[config.mk]
export PLATFORM = sky130hd
export DESIGN_NAME = psf_div
export DESIGN_NICKNAME = d
export VERILOG_FILES = /design/src/design/psf_pkg.sv /design/src/design/psf_div.sv
export SDC_FILE = /design/constraint.sdc
export NUM_CORES = 1
export LEC_CHECK = 0
export BUFFER_PORTS_ARGS = -buffer_cell sky130_fd_sc_hd__buf_2
export CORE_ASPECT_RATIO = 2
export CORE_MARGIN = 3
export CORE_UTILIZATION = 62
export DETAILED_ROUTE_END_ITERATION = 10
export GPL_TIMING_DRIVEN = 0
export HOLD_SLACK_MARGIN = 0.1
export MAX_ROUTING_LAYER = met4
export PLACE_DENSITY = 0.9
export SYNTH_ARGS = -nofsm -noshare
export SYNTH_HDL_FRONTEND = slang
export SYNTH_SLANG_ARGS = --single-unit
[constraint.sdc]
create_clock -name clk -period 9.2 [get_ports clk]
set_input_delay 0.92 -clock clk [delete_from_list [all_inputs] [get_ports clk]]
set_output_delay 0.92 -clock clk [all_outputs]
set_load 0.01 [all_outputs]
[src/design/psf_pkg.sv]
// Shared types and constants of the power series sum fraction core.
// Used by psf_div and power_series_sum_fraction_core; depends on nothing.
package psf_pkg;

  localparam int VAL_W  = 63;   // width of every checked intermediate value
  localparam int MUL_W  = 16;   // width of the small factor of the multiply-add
  localparam int ORD_W  = 5;    // width of the order field and its counters
  localparam int BASE_W = 16;   // width of the base field
  localparam int ST_W   = 2;
  localparam int SH_W   = 6;    // common power of two count in the gcd

  localparam logic [ST_W-1:0] ST_OK        = 2'd0;
  localparam logic [ST_W-1:0] ST_DIVERGENT = 2'd1;
  localparam logic [ST_W-1:0] ST_OVERFLOW  = 2'd2;

  typedef logic [VAL_W-1:0] val_t;

  typedef struct packed {
    logic start;
    val_t dividend;
    val_t divisor;
  } div_req_t;

endpackage

[src/design/psf_div.sv]
// Restoring divider, one quotient bit per cycle, for the reduced fraction.
// Depends on psf_pkg for the value width and the request struct.
module psf_div (
  input  logic              clk,
  input  logic              rst_n,
  input  psf_pkg::div_req_t req,
  output logic              done,
  output psf_pkg::val_t     quotient
);

  logic                     busy_r;
  logic                     done_r;
  logic [psf_pkg::SH_W-1:0] cnt_r;
  psf_pkg::val_t            rem_r;
  psf_pkg::val_t            q_r;
  psf_pkg::val_t            dvsr_r;
  logic [psf_pkg::VAL_W:0]  rem_sh;
  logic [psf_pkg::VAL_W:0]  rem_sub;
  logic                     ge;

  assign rem_sh  = {rem_r, q_r[psf_pkg::VAL_W-1]};
  assign rem_sub = rem_sh - {1'b0, dvsr_r};
  assign ge      = rem_sh >= {1'b0, dvsr_r};

  always_ff @(posedge clk) begin
    if (!rst_n) begin
      busy_r <= 1'b0;
      done_r <= 1'b0;
      cnt_r  <= '0;
    end else begin
      done_r <= 1'b0;
      if (req.start) begin
        busy_r <= 1'b1;
        cnt_r  <= '0;
      end else if (busy_r) begin
        cnt_r <= cnt_r + 1'b1;
        if (cnt_r == psf_pkg::SH_W'(psf_pkg::VAL_W - 1)) begin
          busy_r <= 1'b0;
          done_r <= 1'b1;
        end
      end
    end
  end

  always_ff @(posedge clk) begin
    if (req.start) begin
      rem_r  <= '0;
      q_r    <= req.dividend;
      dvsr_r <= req.divisor;
    end else if (busy_r) begin
      rem_r <= ge ? rem_sub[psf_pkg::VAL_W-1:0] : rem_sh[psf_pkg::VAL_W-1:0];
      q_r   <= {q_r[psf_pkg::VAL_W-2:0], ge};
    end
  end

  assign done     = done_r;
  assign quotient = q_r;

endmodule

==> results of run 1 <==
## cells in the mapped netlist (27+ instances only)
cell type,instances
a21oi_1,139
edfxtp_1,126
nor2_1,120
inv_1,92
nand2_1,89
dfxtp_1,71
ha_1,65
mux2_2,63
clkbuf_1,59
o21ai_0,37
a211oi_1,31
nand4_1,30
xnor2_1,30
o21ai_1,27
## through the flow
step           instances  worst slack (ns)  area (µm²)
2_1_floorplan       1247              6.11       11800
3_3_place_gp        1691              4.05       13100
3_5_place_dp        1692              4.97       13100
4_1_cts             1724              4.94       13600
5_1_grt             1724              4.70       13600
6_report            1724              4.65       13600
## per-layer routing
layer	GRT usage [%]	share of wire [%]	vias to the layer above	routed length, µm
met1	35.9	31	5114	12600
li1	-	-	4952	-
met5	-	0	-	0
met4	33.3	9.5	0	3870
met2	71.9	52	611	21400
met3	8.79	7.2	240	2940
## report_power, final
part,switching [mW],internal [mW]
Clock,0.348,0.380
Sequential,0.0468,1.03
Combinational,0.420,0.234
## worst max-delay path, cell delays in order (launching register included)
cell and delay, ns:
dfxtp_1 0.34, ha_1 0.28, clkbuf_1 0.36, a21oi_1 0.14
o21ai_0 0.84, nor2_1 0.19, nand2_1 0.16, o211ai_1 0.17
o31ai_4 0.74, buf_2 0.48, nand2_1 0.44, o22ai_1 0.31
## cell families after synthesis
kind of cell	after synthesis	share of synthesized area, %
buffers and inverters	166	5.40
adders and majority gates	66	7.06
xor gates and xnor gates	52	3.86
DFF	197	44.1
AOI/OAI and AO/OA	364	19.8
muxes	74	6.99
and+or+nand+nor	328	12.7
## area by class of cell
type | instances | area (µm²)
multi-input combinational | 884 | 5950
clock buffer | 20 | 447
timing repair buffer | 193 | 983
fill | 1300 | 4840
buffer | 73 | 288
clock inverter | 12 | 104
tap | 252 | 315
sequential | 197 | 5200
inverter | 93 | 349
## path summary, 6_finish.rpt
path,startpoint,end,cells past startpoint
worst min-delay path,rem_r[7]$_SDFFE_PP0P_,rem_r[7]$_SDFFE_PP0P_,2
worst max register to register,rem_r[48]$_SDFFE_PP0P_,rem_r[47]$_SDFFE_PP0P_,11
worst min register to register,rem_r[7]$_SDFFE_PP0P_,rem_r[7]$_SDFFE_PP0P_,2
worst max-delay path,rem_r[48]$_SDFFE_PP0P_,rem_r[47]$_SDFFE_PP0P_,11
## placed cells by master, fill, tap and decap left out, types with 22 or more instances in the layout
cell / instances
ha_1: 65
nand2_1: 89
xnor2_1: 30
nand4_1: 30
inv_1: 91
a21oi_1: 139
mux2_2: 63
a211oi_1: 31
a21o_1: 25
buf_2: 202
clkbuf_1: 61
dfxtp_1: 71
xor2_1: 22
edfxtp_1: 126
o21ai_1: 27
nor2_1: 120
o21ai_0: 37
## registers in the layout (all words and copies together) (netlist names)
name and flops:
busy_r 1, rem_r 63, quotient 63, dvsr_r 63, done 1, cnt_r 6
==> results_dict.tcl, run 1 <==
set metrics [dict create \
    status "completed" \
    postSynthCellCount 1247 \
    dr.pass1.iters 7 \
    synth_fp_nets 1442 \
    boundaryPins 193 \
    crit_type "flip-flop to flip-flop" \
    synth_area_um2 11800 \
    clockRootBuffer "clkbuf_16" \
    startpoint_type "flip-flop" \
    ir_worst_vdd_mv 0.196 \
    synth-seq-cells 197 \
    n_antenna_cell 0 \
    fin_total_pwr_mw 2.45 \
    yosysTopAreaCell "edfxtp_1" \
    relSlewSlack_pct 15.1 \
    syn_avg_cell_area_um2 9.46 \
    synthFlopType "edfxtp_1" \
    initial_core_util_pct 63.8 \
    drt_iter0_drc 685 \
    holdWs_ns 0.480 \
    layout_worst_path_cycle_share_pct 49.4 \
    fin_crit_ns 4.55 \
    synth-async-reset-ratio_pct 0 \
    grt_pass1_wl_mm 62.5 \
    crit_path_end_kind "flip-flop" \
    synth_edf_count 126 \
    report.final.slew_viol_count 0 \
    timing.fmax_ghz 0.220 \
    yosys_warnings 0 \
    dieArea_um2 20800 \
    gp_congestion 1.04 \
    netlist.area_leader.share_pct 32.1 \
    power_leakage_nw 5.72 \
    grt_max_degree 68 \
    dieHeight_um 201 \
    worstMarginPinSlew_ns 1.27 \
    wl_per_cell_um 23.7 \
    post_cts_resized 0 \
    max_cap_viol_count 0 \
    die_w_um 104 \
    cts_tree "yes" \
    synth.area.top_cells "edfxtp_1 32%, dfxtp_1 12%, ha_1 6.9%" \
    fin_nets 1654 \
    coreArea_um2 18500 \
    dp_hpwl_mm 30.4 \
    insertion_delay_ns 0.46 \
    grt_pass1_vias 11500 \
    reg2reg_slack_ns 4.65 \
    wl_mm 40.8 \
    syn_to_final_growth_pct 15.7 \
    grt_overflow 0 \
    cp.required_ns 9.56 \
    numCtsBuffers 17 \
    grtUsageTotal_pct 40.4 \
    tns_ns 0 \
    cp.arrival_ns 4.91 \
    synth-seq-area-share_pct 44.1 \
    cts_hold_buffers 0 \
    routed-via-count 10900 \
    hold_violations 0 \
    skew_ns 0.0163 \
    cts.clk_slew.worst_paths_ns 0.07 \
    ant_nets 0 \
    antenna_found_initial 0 \
    synth_cell_types 71 \
    post-route-drc-count 0 \
    rows 70 \
    setup_viol_count_final 0 \
    fin_util_pct 73.8 \
    routed_via_density 6.33 \
    postCtsSetupBuffers 0 \
    clock_sinks 197 \
    cp_max_fo 10 \
    cts_max_path_buffers 2 \
    rsz0062_at_grt "no" \
    min_path_type "flip-flop to flip-flop" \
    h-tree-depth 4 \
    drive_gt1_share_pct 21.0 \
    p_per_area_nw_per_um2 180 \
    placement.io_buffers 192 \
]
No activity file was read; power rests on OpenSTA's default activity.
==> run 2: changes to the inputs <==
--- a/config.mk
+++ b/config.mk
@@ -5,15 +5,16 @@
 export SDC_FILE = /design/constraint.sdc
 export NUM_CORES = 1
 export LEC_CHECK = 0
+export ABC_AREA = 1
 export BUFFER_PORTS_ARGS = -buffer_cell sky130_fd_sc_hd__buf_2
 export CORE_ASPECT_RATIO = 2
 export CORE_MARGIN = 3
-export CORE_UTILIZATION = 62
+export CORE_UTILIZATION = 54
 export DETAILED_ROUTE_END_ITERATION = 10
 export GPL_TIMING_DRIVEN = 0
 export HOLD_SLACK_MARGIN = 0.1
 export MAX_ROUTING_LAYER = met4
-export PLACE_DENSITY = 0.9
+export PLACE_DENSITY = 0.82
 export SYNTH_ARGS = -nofsm -noshare
 export SYNTH_HDL_FRONTEND = slang
 export SYNTH_SLANG_ARGS = --single-unit
==> constraint.sdc (replaced) <==
create_clock -name clk -period 3.9 [get_ports clk]
set_input_delay 0.39 -clock clk [delete_from_list [all_inputs] [get_ports clk]]
set_output_delay 0.39 -clock clk [all_outputs]
set_load 0.01 [all_outputs]
==> results_dict.tcl, run 2 <==
set metrics [dict create \
    syn_avg_cell_area_um2 6.51 \
    max_cap_viol_count 0 \
    final_cell_mix "948 x nand2_1, 446 x inv_1, 199 x buf_2, 142 x nand3_1, 126 x edfxtp_1" \
    netlist.area_leader.share_pct 26.6 \
    gp_congestion 1.07 \
    syn_to_final_growth_pct 17.7 \
    yosys_warnings 0 \
    drt_iter0_drc 747 \
    dieArea_um2 28500 \
    grt_pass1_wl_mm 71.0 \
    slowest_delay_ns 0.47 \
    critical-path-top-delay-family "simple AND/OR/NAND/NOR gates" \
    cts_tree "yes" \
    setup_viol_count_final 0 \
    drive_gt1_share_pct 13.0 \
    cts.clk_slew.worst_paths_ns 0.08 \
    placement.io_buffers 192 \
    rsz0062_at_grt "no" \
    coreArea_um2 25900 \
    synth_area_um2 14200 \
    relSlewSlack_pct 11.8 \
    clock_sinks 197 \
    synth_fp_nets 2382 \
    grt_pass1_vias 14100 \
    synth-adder-area-share_pct 5.85 \
    crit_chain "inv_1 > ha_1 > fa_1 > inv_1 > nand2_1 > nand2_1 > nand3_2 > nand2_2 > nand2_2 > nand2_2 > nand2_2 > nand3_2 > nand2_4 > nand2_4 > buf_2 > nand3_1 > nand2_1 > nand2_1" \
    cp_max_fo 10 \
    synthSimpleGateAreaFrac_pct 38.3 \
    grtUsageTotal_pct 33.4 \
    ys_top_cells_by_count "948 x nand2_1, 446 x inv_1, 142 x nand3_1" \
    grt_overflow 0 \
    final_common_cell "nand2_1" \
    cp.required_ns 4.25 \
    report.final.slew_viol_count 0 \
    synth_top_family_by_area "simple AND/OR/NAND/NOR gates" \
    startpoint_type "flip-flop" \
    hold_violations 0 \
    clockRootBuffer "clkbuf_16" \
    fin_nets 2640 \
    synth-seq-cells 197 \
    routed-via-count 14100 \
    synth_edf_count 126 \
    rows 83 \
    skew_ns 0.0112 \
    synth.most_common_cell "nand2_1" \
    synth-xor-area-share_pct 1.85 \
    grt_max_degree 67 \
    synth-seq-area-share_pct 36.6 \
    crit_path_end_kind "flip-flop" \
    p_per_area_nw_per_um2 302 \
    dp_slack_ns 0.826 \
    wl_per_cell_um 16.4 \
    holdWs_ns 0.105 \
    fin_ws_ns 0.788 \
    synthFlopType "edfxtp_1" \
    power_leakage_nw 9.53 \
    min_path_type "input port to flip-flop" \
    routed_via_density 5.05 \
    dr.pass1.iters 6 \
    numCtsBuffers 17 \
    tns_ns 0 \
    cts_max_path_buffers 2 \
    cpMaxStageDelayCell "edfxtp_1" \
    boundaryPins 193 \
    status "completed" \
    synth-async-reset-ratio_pct 0 \
    synth.area.top_cells "edfxtp_1 27%, nand2_1 25%, inv_1 12%" \
    wl_mm 45.8 \
    dp_hpwl_mm 37.3 \
    h-tree-depth 4 \
    worstMarginPinSlew_ns 1.32 \
    synth-compound-area-share_pct 3.23 \
    ir_worst_vdd_mv 0.318 \
    antenna_found_initial 0 \
    insertion_delay_ns 0.47 \
    dieHeight_um 236 \
    n_antenna_cell 0 \
    die_w_um 121 \
    ant_nets 0 \
    critPathBufInv 3 \
    synthMuxAreaShare_pct 0 \
    synth_cell_types 38 \
    layout_worst_path_cycle_share_pct 79.8 \
    fin_crit_ns 3.11 \
    post-route-drc-count 0 \
    crit_type "flip-flop to flip-flop" \
    cp.arrival_ns 3.46 \
    timing.fmax_ghz 0.321 \
    yosysTopAreaCell "edfxtp_1" \
    postSynthCellCount 2187 \
    fin_total_pwr_mw 5.06 \
    initial_core_util_pct 55.0 \
]
[run 2: logic make-up after synthesis]
family                   after synthesis
adder cells (fa/ha/maj)               66
AO/OA/AOI/OAI                         89
flip-flops                           197
AND/OR/NAND/NOR                     1294
buffers and inverters                511
XOR/XNOR                              30
[run 2: final cells by class]
type / instances / area [µm²]
Clock buffer: 17 / 425
Timing Repair Buffer: 239 / 1450
Tap cell: 340 / 425
Multi-Input combinational cell: 1479 / 7000
Fill cell: 2375 / 9110
Inverter: 465 / 1750
Sequential cell: 197 / 5200
Clock inverter: 15 / 210
Buffer: 46 / 288
[run 2: final timing paths]
| kind | slack (ns) | to | start | depth (start not counted) |
|---|---|---|---|---|
| max | 0.79 | rem_r[57]$_SDFFE_PP0P_ | quotient[62]$_DFFE_PP_ | 18 |
| min reg2reg | 0.47 | rem_r[32]$_SDFFE_PP0P_ | rem_r[32]$_SDFFE_PP0P_ | 2 |
| min | 0.10 | dvsr_r[36]$_DFFE_PP_ | req[36] | 1 |
| max reg2reg | 0.79 | rem_r[57]$_SDFFE_PP0P_ | quotient[62]$_DFFE_PP_ | 18 |
[run 2: repair_timing]
| item | CTS | global route |
|---|---|---|
| buffers inserted | 0 | 0 |
| hold endpoints to repair | 46 | 0 |
| hold buffers | 46 | 0 |
| resized for setup | 0 | 0 |
[run 2: metal layers]
metal / vias to the layer above / GRT usage (%) / routed length [µm]
met3: 206 / 4.30 / 2080
met1: 6246 / 30.1 / 15100
met2: 535 / 61.1 / 24200
li1: 7131 / - / -
met4: 0 / 25.9 / 4320
met5: - / - / 0
[run 2: metrics by stage]
step           cell area, µm²  util (%)  cells
2_1_floorplan           14200         -   2187
3_3_place_gp            15600      60.4   2719
3_5_place_dp            15700      60.5   2720
4_1_cts                 16800      64.8   2798
5_1_grt                 16800      64.8   2798
6_report                16800      64.8   2798
[run 2: power breakdown]
group / internal [mW] / switching [mW]
logic: 0.263 / 0.439
clock network: 1.04 / 0.896
registers: 2.36 / 0.0592
